## src/rtl/trps_pkg.sv

```systemverilog
// ----------------------------------------------------------------------------
// trps_pkg: shared types and helpers for the torus route port selector
// node and register widths, role and direction codes, direction reversal and one division step
// ----------------------------------------------------------------------------
package trps_pkg;

  localparam int unsigned NodeW = 6;
  localparam int unsigned SizeW = 7;
  localparam int unsigned CntW  = 2 * SizeW;
  localparam int unsigned IdxW  = 1;

  localparam logic [IdxW-1:0] CFG_GRID_ROWS = 1'b0;
  localparam logic [IdxW-1:0] CFG_GRID_COLS = 1'b1;

  typedef enum logic [1:0] {
    ROLE_NONE = 2'd0,
    ROLE_SRC  = 2'd1,
    ROLE_FWD  = 2'd2,
    ROLE_DST  = 2'd3
  } role_e;

  typedef enum logic [2:0] {
    DIR_NONE  = 3'd0,
    DIR_UP    = 3'd1,
    DIR_LEFT  = 3'd2,
    DIR_DOWN  = 3'd3,
    DIR_RIGHT = 3'd4
  } dir_e;

  typedef struct packed {
    logic on_path;
    logic inc;
  } ring_t;

  function automatic dir_e opposite(dir_e dir);
    dir_e res;
    case (dir)
      DIR_UP:    res = DIR_DOWN;
      DIR_DOWN:  res = DIR_UP;
      DIR_LEFT:  res = DIR_RIGHT;
      DIR_RIGHT: res = DIR_LEFT;
      default:   res = DIR_NONE;
    endcase
    return res;
  endfunction

  // restoring division step: returns {quotient bit, new remainder}
  function automatic logic [SizeW:0] div_step(logic [SizeW-1:0] rem, logic nb,
                                               logic [SizeW-1:0] d);
    logic [SizeW:0] t;
    logic [SizeW:0] res;
    t = {rem, nb};
    if (t >= {1'b0, d}) begin
      res = {1'b1, SizeW'(t - {1'b0, d})};
    end else begin
      res = {1'b0, t[SizeW-1:0]};
    end
    return res;
  endfunction

endpackage

```

## src/rtl/trps_req_if.sv

```systemverilog
// ----------------------------------------------------------------------------
// trps_req_if: request channel
// valid/ready handshake carrying source, destination and queried node
// ----------------------------------------------------------------------------
interface trps_req_if
  import trps_pkg::*;
();
  logic             valid;
  logic             ready;
  logic [NodeW-1:0] source_node;
  logic [NodeW-1:0] dest_node;
  logic [NodeW-1:0] here_node;

  modport source (output valid, output source_node, output dest_node,
                  output here_node, input ready);
  modport sink   (input valid, input source_node, input dest_node,
                  input here_node, output ready);
endinterface

```

## src/rtl/trps_rsp_if.sv

```systemverilog
// ----------------------------------------------------------------------------
// trps_rsp_if: response channel
// valid/ready handshake carrying role and receive/send directions
// ----------------------------------------------------------------------------
interface trps_rsp_if;
  logic       valid;
  logic       ready;
  logic [1:0] role;
  logic [2:0] recv_dir;
  logic [2:0] send_dir;

  modport source (output valid, output role, output recv_dir, output send_dir,
                  input ready);
  modport sink   (input valid, input role, input recv_dir, input send_dir,
                  output ready);
endinterface

```

## src/rtl/trps_ring.sv

```systemverilog
// ----------------------------------------------------------------------------
// trps_ring: one ring dimension of the route
// picks the short way round and tests whether a position lies on the path
// ----------------------------------------------------------------------------
module trps_ring
  import trps_pkg::*;
(
  input  logic [NodeW-1:0] pos_s_i,
  input  logic [NodeW-1:0] pos_d_i,
  input  logic [NodeW-1:0] pos_x_i,
  input  logic [SizeW-1:0] size_i,
  output ring_t            ring_o
);

  logic [NodeW-1:0] lo;
  logic [NodeW-1:0] hi;
  logic [NodeW-1:0] span;
  logic [SizeW-1:0] mid;
  logic             wrap;

  always_comb begin
    lo   = (pos_s_i < pos_d_i) ? pos_s_i : pos_d_i;
    hi   = (pos_s_i < pos_d_i) ? pos_d_i : pos_s_i;
    span = hi - lo;
    mid  = (size_i - SizeW'(1)) >> 1;
    wrap = ({1'b0, span} > mid) && (span != NodeW'(1));
    ring_o.inc = (pos_d_i > pos_s_i) != wrap;
    if (wrap) begin
      ring_o.on_path = (pos_x_i <= lo) || (pos_x_i >= hi);
    end else begin
      ring_o.on_path = (pos_x_i >= lo) && (pos_x_i <= hi);
    end
  end

endmodule

```

## src/rtl/torus_route_port_select.sv

```systemverilog
// ----------------------------------------------------------------------------
// torus_route_port_select: dimension-order route role and ports on a torus
// throughput one word per cycle while rsp.ready is high: two stages of
// node/column division, one of ring decisions, one output register; each
// stage stalls only when full
// reset clears the pipeline valid bits and sets the grid to 1 x 1
// ----------------------------------------------------------------------------
module torus_route_port_select
  import trps_pkg::*;
#(
  parameter int unsigned MAX_NODES = 64
) (
  input  logic              clk_i,
  input  logic              rst_ni,
  input  logic              cfg_we_i,
  input  logic [IdxW-1:0]   cfg_idx_i,
  input  logic [SizeW-1:0]  cfg_data_i,
  trps_req_if.sink          req,
  trps_rsp_if.source        rsp
);

  localparam int unsigned NodeNum = 3;
  localparam int unsigned NSrc    = 0;
  localparam int unsigned NDst    = 1;
  localparam int unsigned NHere   = 2;
  localparam int unsigned HalfW   = NodeW / 2;
  localparam logic [CntW-1:0] NodeCap = CntW'(MAX_NODES);

  typedef struct packed {
    logic                                bad;
    logic                                is_dst;
    logic                                is_src;
    logic [NodeNum-1:0][SizeW-1:0]       rem;
    logic [NodeNum-1:0][NodeW-1:0]       num;
    logic [NodeNum-1:0][HalfW-1:0]       qhi;
  } s1_t;

  typedef struct packed {
    logic                                bad;
    logic                                is_dst;
    logic                                is_src;
    logic [NodeNum-1:0][NodeW-1:0]       rowp;
    logic [NodeNum-1:0][NodeW-1:0]       colp;
  } s2_t;

  typedef struct packed {
    logic  bad;
    logic  is_dst;
    logic  is_src;
    logic  same_col;
    logic  row_differs;
    logic  here_off_row;
    logic  here_on_col;
    logic  on_vert;
    logic  on_horz;
    ring_t row_r;
    ring_t col_r;
  } s3_t;

  typedef struct packed {
    role_e role;
    dir_e  recv_dir;
    dir_e  send_dir;
  } out_t;

  logic [SizeW-1:0] grid_rows_q, grid_cols_q;
  logic [SizeW-1:0] rows_eff, cols_eff;
  logic [CntW-1:0]  prod, count;

  logic v1_q, v2_q, v3_q, v4_q;
  logic rdy1, rdy2, rdy3, rdy4;
  s1_t  s1_d, s1_q;
  s2_t  s2_d, s2_q;
  s3_t  s3_d, s3_q;
  out_t out_d, out_q;

  logic [NodeNum-1:0][NodeW-1:0] nodes;
  logic [SizeW-1:0]              rem1, rem2;
  logic [SizeW:0]                st1, st2;
  logic [HalfW-1:0]              qlo;
  ring_t                         row_r, col_r;
  dir_e                          row_move, col_move;

  // configuration
  always_ff @(posedge clk_i or negedge rst_ni) begin
    if (!rst_ni) begin
      grid_rows_q <= SizeW'(1);
      grid_cols_q <= SizeW'(1);
    end else if (cfg_we_i) begin
      unique case (cfg_idx_i)
        CFG_GRID_ROWS: grid_rows_q <= cfg_data_i;
        CFG_GRID_COLS: grid_cols_q <= cfg_data_i;
      endcase
    end
  end

  assign rows_eff = (grid_rows_q == '0) ? SizeW'(1) : grid_rows_q;
  assign cols_eff = (grid_cols_q == '0) ? SizeW'(1) : grid_cols_q;
  assign prod     = rows_eff * cols_eff;
  assign count    = (prod > NodeCap) ? NodeCap : prod;

  // stall chain
  assign rdy4      = !v4_q || rsp.ready;
  assign rdy3      = !v3_q || rdy4;
  assign rdy2      = !v2_q || rdy3;
  assign rdy1      = !v1_q || rdy2;
  assign req.ready = rdy1;

  // stage 1: range and source/destination checks, upper quotient bits
  assign nodes[NSrc]  = req.source_node;
  assign nodes[NDst]  = req.dest_node;
  assign nodes[NHere] = req.here_node;

  always_comb begin
    s1_d        = '0;
    rem1        = '0;
    st1         = '0;
    s1_d.bad    = (req.source_node == req.dest_node)
               || (CntW'(req.source_node) >= count)
               || (CntW'(req.dest_node) >= count)
               || (CntW'(req.here_node) >= count);
    s1_d.is_dst = req.here_node == req.dest_node;
    s1_d.is_src = req.here_node == req.source_node;
    for (int n = 0; n < NodeNum; n++) begin
      rem1 = '0;
      for (int b = NodeW - 1; b >= HalfW; b--) begin
        st1                   = div_step(rem1, nodes[n][b], cols_eff);
        s1_d.qhi[n][b-HalfW]  = st1[SizeW];
        rem1                  = st1[SizeW-1:0];
      end
      s1_d.rem[n] = rem1;
      s1_d.num[n] = nodes[n];
    end
  end

  // stage 2: lower quotient bits, remainder gives the column
  always_comb begin
    s2_d        = '0;
    rem2        = '0;
    st2         = '0;
    qlo         = '0;
    s2_d.bad    = s1_q.bad;
    s2_d.is_dst = s1_q.is_dst;
    s2_d.is_src = s1_q.is_src;
    for (int n = 0; n < NodeNum; n++) begin
      rem2 = s1_q.rem[n];
      for (int b = HalfW - 1; b >= 0; b--) begin
        st2    = div_step(rem2, s1_q.num[n][b], cols_eff);
        qlo[b] = st2[SizeW];
        rem2   = st2[SizeW-1:0];
      end
      s2_d.rowp[n] = {s1_q.qhi[n], qlo};
      s2_d.colp[n] = rem2[NodeW-1:0];
    end
  end

  // stage 3: ring decisions
  trps_ring u_row (
    .pos_s_i (s2_q.rowp[NSrc]),
    .pos_d_i (s2_q.rowp[NDst]),
    .pos_x_i (s2_q.rowp[NHere]),
    .size_i  (rows_eff),
    .ring_o  (row_r)
  );

  trps_ring u_col (
    .pos_s_i (s2_q.colp[NSrc]),
    .pos_d_i (s2_q.colp[NDst]),
    .pos_x_i (s2_q.colp[NHere]),
    .size_i  (cols_eff),
    .ring_o  (col_r)
  );

  always_comb begin
    s3_d.bad          = s2_q.bad;
    s3_d.is_dst       = s2_q.is_dst;
    s3_d.is_src       = s2_q.is_src;
    s3_d.same_col     = s2_q.colp[NSrc] == s2_q.colp[NDst];
    s3_d.row_differs  = s2_q.rowp[NSrc] != s2_q.rowp[NDst];
    s3_d.here_off_row = s2_q.rowp[NHere] != s2_q.rowp[NDst];
    s3_d.here_on_col  = s2_q.colp[NHere] == s2_q.colp[NSrc];
    s3_d.on_vert      = s3_d.here_on_col && row_r.on_path;
    s3_d.on_horz      = !s3_d.here_off_row && col_r.on_path;
    s3_d.row_r        = row_r;
    s3_d.col_r        = col_r;
  end

  // stage 4: role and port selection
  assign row_move = s3_q.row_r.inc ? DIR_DOWN : DIR_UP;
  assign col_move = s3_q.col_r.inc ? DIR_RIGHT : DIR_LEFT;

  always_comb begin
    out_d.role     = ROLE_NONE;
    out_d.recv_dir = DIR_NONE;
    out_d.send_dir = DIR_NONE;
    priority if (s3_q.bad || (!s3_q.on_vert && !s3_q.on_horz)) begin
      out_d.role = ROLE_NONE;
    end else if (s3_q.is_dst) begin
      out_d.role     = ROLE_DST;
      out_d.recv_dir = s3_q.same_col ? opposite(row_move) : opposite(col_move);
    end else if (s3_q.is_src) begin
      out_d.role     = ROLE_SRC;
      out_d.send_dir = s3_q.row_differs ? row_move : col_move;
    end else if (s3_q.here_off_row) begin
      out_d.role     = ROLE_FWD;
      out_d.recv_dir = opposite(row_move);
      out_d.send_dir = row_move;
    end else begin
      out_d.role     = ROLE_FWD;
      out_d.recv_dir = s3_q.here_on_col ? opposite(row_move) : opposite(col_move);
      out_d.send_dir = col_move;
    end
  end

  // valid bits
  always_ff @(posedge clk_i or negedge rst_ni) begin
    if (!rst_ni) begin
      v1_q <= 1'b0;
      v2_q <= 1'b0;
      v3_q <= 1'b0;
      v4_q <= 1'b0;
    end else begin
      if (rdy1) v1_q <= req.valid;
      if (rdy2) v2_q <= v1_q;
      if (rdy3) v3_q <= v2_q;
      if (rdy4) v4_q <= v3_q;
    end
  end

  // payload
  always_ff @(posedge clk_i) begin
    if (rdy1 && req.valid) s1_q <= s1_d;
    if (rdy2 && v1_q)      s2_q <= s2_d;
    if (rdy3 && v2_q)      s3_q <= s3_d;
    if (rdy4 && v3_q)      out_q <= out_d;
  end

  assign rsp.valid    = v4_q;
  assign rsp.role     = out_q.role;
  assign rsp.recv_dir = out_q.recv_dir;
  assign rsp.send_dir = out_q.send_dir;

  // checks
  a_none_quiet: assert property (@(posedge clk_i) disable iff (!rst_ni)
    rsp.valid && (rsp.role == ROLE_NONE) |->
      (rsp.recv_dir == DIR_NONE) && (rsp.send_dir == DIR_NONE))
    else $error("inactive word carries a direction");

  a_src_ports: assert property (@(posedge clk_i) disable iff (!rst_ni)
    rsp.valid && (rsp.role == ROLE_SRC) |->
      (rsp.recv_dir == DIR_NONE) && (rsp.send_dir != DIR_NONE))
    else $error("source word has wrong ports");

  a_dst_ports: assert property (@(posedge clk_i) disable iff (!rst_ni)
    rsp.valid && (rsp.role == ROLE_DST) |->
      (rsp.send_dir == DIR_NONE) && (rsp.recv_dir != DIR_NONE))
    else $error("destination word has wrong ports");

  a_accept_fills: assert property (@(posedge clk_i) disable iff (!rst_ni)
    req.valid && req.ready |=> v1_q)
    else $error("accepted word lost at first stage");

endmodule
```

## src/flat_wrapper.sv

```systemverilog
// flat-port wrapper written by rule: the top's interface ports become plain ports
module torus_route_port_select_flat import trps_pkg::*;
#(
  parameter int unsigned MAX_NODES = 64
)
  (clk_i, rst_ni, cfg_we_i, cfg_idx_i, cfg_data_i, req_valid, req_source_node, req_dest_node, req_here_node, req_ready, rsp_valid, rsp_role, rsp_recv_dir, rsp_send_dir, rsp_ready);
  trps_req_if req_i ();
  trps_rsp_if rsp_i ();
  input  logic clk_i;
  input  logic rst_ni;
  input  logic cfg_we_i;
  input  logic [IdxW-1:0] cfg_idx_i;
  input  logic [SizeW-1:0] cfg_data_i;
  input wire logic [$bits(req_i.valid)-1:0] req_valid;
  input wire logic [$bits(req_i.source_node)-1:0] req_source_node;
  input wire logic [$bits(req_i.dest_node)-1:0] req_dest_node;
  input wire logic [$bits(req_i.here_node)-1:0] req_here_node;
  output wire logic [$bits(req_i.ready)-1:0] req_ready;
  output wire logic [$bits(rsp_i.valid)-1:0] rsp_valid;
  output wire logic [$bits(rsp_i.role)-1:0] rsp_role;
  output wire logic [$bits(rsp_i.recv_dir)-1:0] rsp_recv_dir;
  output wire logic [$bits(rsp_i.send_dir)-1:0] rsp_send_dir;
  input wire logic [$bits(rsp_i.ready)-1:0] rsp_ready;
  assign req_i.valid = req_valid;
  assign req_i.source_node = req_source_node;
  assign req_i.dest_node = req_dest_node;
  assign req_i.here_node = req_here_node;
  assign req_ready = req_i.ready;
  assign rsp_valid = rsp_i.valid;
  assign rsp_role = rsp_i.role;
  assign rsp_recv_dir = rsp_i.recv_dir;
  assign rsp_send_dir = rsp_i.send_dir;
  assign rsp_i.ready = rsp_ready;
  torus_route_port_select #(.MAX_NODES(MAX_NODES)) u_core (.clk_i(clk_i), .rst_ni(rst_ni), .cfg_we_i(cfg_we_i), .cfg_idx_i(cfg_idx_i), .cfg_data_i(cfg_data_i), .req(req_i), .rsp(rsp_i));
endmodule
```

## config.mk

```make
export PLATFORM = sky130hd
export DESIGN_NAME = torus_route_port_select_flat
export DESIGN_NICKNAME = d
export VERILOG_FILES = /design/src/rtl/trps_pkg.sv /design/src/rtl/trps_req_if.sv /design/src/rtl/trps_rsp_if.sv /design/src/rtl/trps_ring.sv /design/src/rtl/torus_route_port_select.sv /design/src/flat_wrapper.sv
export SDC_FILE = /design/constraint.sdc
export NUM_CORES = 1
export LEC_CHECK = 0
export ABC_AREA = 1
export BUFFER_PORTS_ARGS = -buffer_cell sky130_fd_sc_hd__buf_2
export CAP_MARGIN = 40
export CORE_AREA = 2 2 202 204
export DETAILED_ROUTE_END_ITERATION = 16
export DIE_AREA = 0 0 204 206
export GPL_TIMING_DRIVEN = 0
export PLACE_DENSITY = 0.5
export SYNTH_ARGS = -nofsm -noshare
export SYNTH_HDL_FRONTEND = slang
export SYNTH_SLANG_ARGS = --single-unit
```

## constraint.sdc

```tcl
create_clock -name clk_i -period 8.04 [get_ports clk_i]
set_input_delay 0.804 -clock clk_i [delete_from_list [all_inputs] [get_ports clk_i]]
set_output_delay 0.804 -clock clk_i [all_outputs]
set_load 0.005 [all_outputs]
```

==> impl_metrics.yaml <==
status:
  status: "finished, final reports clean"
clock_tree:
  cts_buffers: 17
  cts.clk_slew.worst_paths_ns: 0.06
  clock-sinks: 118
  clk_path_buf_depth: 2
  post_cts_buffers: 0
  clock_latency_ns: 0.44
  cts_tree: "done"
  cts.hold.buffers_added: 0
  cts-root-buf: "clkbuf_16"
  htree_levels: 4
worst_setup_path:
  cp.required_ns: 8.21
  crit_path_max_incr_delay_ns: 0.59
  critPathBufInv: 6
  cp_common_cell: "nand2_1"
  crit_arrival_ns: 7.48
  r2r-start: "u_core.grid_cols_q[3]"
  crit_start: "u_core.grid_cols_q[3]"
  crit_type: "register to register"
  crit_family: "compound AO/OA/AOI/OAI gates"
  cp-start-kind: "register"
  critical_path.slowest_cell: "dfrtp_1"
  path_max_fanout: 10
  cp-end-kind: "register"
sta:
  period_minus_slack_ns: 7.310
  relSlewSlack_pct: 45.67
  skew_ns: 0.01248
  fin_ws_ns: 0.7305
  rsz0062_at_grt: "false"
  finalHoldViolCount: 0
  timing.setup.tns_ns: 0
  worstMarginPinSlew_ns: 0.8138
  setup_viol: 0
  drv_slew: 0
  fmax_mhz: 136.8
  period_share_pct: 90.91
synth:
  ys_seq_area_share_pct: 25.15
  synth_warnings: 0
  netlist_top_cells_count: "422 x nand2_1, 295 x inv_1, 213 x ha_1"
  yosysUniqueCellTypes: 54
  ys.flop_type: "edfxtp_1"
  synth_area_per_cell_sq_um: 7.643
  synth_edf_count: 100
  yosys.area.top_type_share_pct: 21.85
  synth_nets: 2081
  synthCells: 1798
  async_flop_share_pct: 15.25
  yosysTopAreaCell: "edfxtp_1"
  netlist_top_cells_area: "edfxtp_1 22%, ha_1 19%, nand2_1 12%"
  synth_area_sq_mm: 0.01374
  yosysMostFrequentCell: "nand2_1"
  ys_seq_elements: 118
placed_design:
  gp_congestion: 0.7935
  dp.cells: 2378
  dp_slack_ns: 0.5971
  dp_hpwl_um: 29580
  portBuffers: 40
floorplanning:
  rows: 74
  die_area_sq_mm: 0.04202
  die_x_um: 204
  core-area_sq_mm: 0.04018
  initial_core_util_pct: 34.20
  dieHeight_um: 206
  io-pin-count: 41
worst_hold_path:
  hp-class: "input port to async pin"
layout:
  finish.utilization_pct: 38.31
  final_nets: 2148
  area_delta_synth_final_pct: 12.03
  instances_no_fill: 2410
  diodes: 0
  drive_gt1_share_pct: 7.614
global_route:
  grt_pass1_wl_um: 58760
  overflow: 0
  grt_pass1_vias: 11310
  antenna_found_initial: 0
  track_usage_pct: 17.88
  grt_start_max_net_pins: 40
detailed_routing:
  vias_per_cell: 4.819
  wl_per_cell_um: 14.81
  drt_iter0_drc: 560
  routed_wl_um: 35700
  ant_nets: 0
  vias: 11610
  first_pass_iters: 5
  drc: 0
job:
  max_cap_violations: 0
-- through the flow --
stage          area (sq um)  hold slack [ns]
2_1_floorplan         13740           0.4003
3_3_place_gp          14610           0.4031
3_5_place_dp          14800           0.4045
4_1_cts               15390           0.3146
5_1_grt               15390           0.3321
6_report              15390           0.3159
-- routing by layer --
layer	track usage [%]	routed length, um	vias to the layer above
li1	-	-	6076
met1	23.97	17250	5344
met2	30.36	16880	163
met3	2.476	1074	31
met4	4.451	491	0
met5	0	0	-
-- kinds of logic after synthesis --
family                     share of synthesized area (%)
muxes                                             0.1548
adders and majority gates                          25.08
and+or+nand+nor                                    22.33
DFF                                                25.15
buffers and inverters                              9.287
AOI/OAI and AO/OA                                  11.45
xor gates and xnor gates                           6.556
-- path summary, 6_finish.rpt --
path	slack, ns	depth (start not counted)	end
worst min register to register	0.42	0	u_core.s3_q[12]
worst max register to register	0.73	32	u_core.s2_q[16]
worst max-delay path	0.73	32	u_core.s2_q[16]
min in group clk_i	0.42	0	u_core.s3_q[12]
max in group asynchronous	7.38	1	u_core.grid_cols_q[0]
worst min-delay path	0.32	1	u_core.v2_q
-- sequential cells by signal (all words and copies together) (netlist names) --
| name | cells |
|---|---|
| u_core.s1_q | 42 |
| u_core.s2_q | 39 |
| u_core.s3_q | 11 |
| u_core.grid_cols_q | 7 |
| u_core.grid_rows_q | 7 |
| u_core.rsp.recv_dir | 3 |
| u_core.rsp.send_dir | 3 |
| u_core.rsp.role | 2 |
| u_core.rsp.valid | 1 |
| u_core.v1_q | 1 |
| u_core.v2_q | 1 |
| u_core.v3_q | 1 |
-- worst register-to-register path, delay by kind of cell, from the launching register on --
kind	cells	cell delay [ns]
buffers and inverters	6	1.90
AO/OA/AOI/OAI	12	2.01
adder cells (fa/ha/maj)	3	1.27
flip-flops	1	0.59
AND/OR/NAND/NOR	11	1.31
-- cell usage in the layout (no fill, tap or decap), types with 4 or more instances in the layout --
master     count
nand2_1      421
inv_1        293
ha_1         213
nor2_1       130
a21oi_1      109
o21ai_0      102
edfxtp_1     100
nand3_1       71
xor2_1        55
buf_2         46
xnor2_1       46
fa_1          39
nor3_1        21
nand4_1       21
clkbuf_16     17
dfrtp_1       16
o21ai_1       14
clkbuf_1      12
nor4_1         9
nand2_2        8
nand3b_1       8
inv_2          7
or2_2          7
a21oi_2        6
nand3_2        6
o21ai_2        5
o21bai_1       5
o21a_1         5
buf_6          5
nor3b_1        5
a21o_1         5
buf_16         5
nor2_4         4
a21boi_0       4
o22ai_1        4
-- what timing repair did --
action / CTS / global route
setup endpoints to repair: 0 / 8
endpoints found under the hold margin: 0 / 0
gates resized for setup: 0 / 1
-- final cells by class --
class	count	area, sq um
multi-input cells	1355	9020
flip-flops and latches	118	3456
repair buffers	48	387.9
clock inverters	14	160.2
clock buffers	18	429.2
inverters	300	1126
plain buffers	25	150.1
fillers	4229	24790
well taps	532	665.6
Power is not shown: default switching activity piles up to over one toggle a cycle in this logic, so the estimate is an artifact.
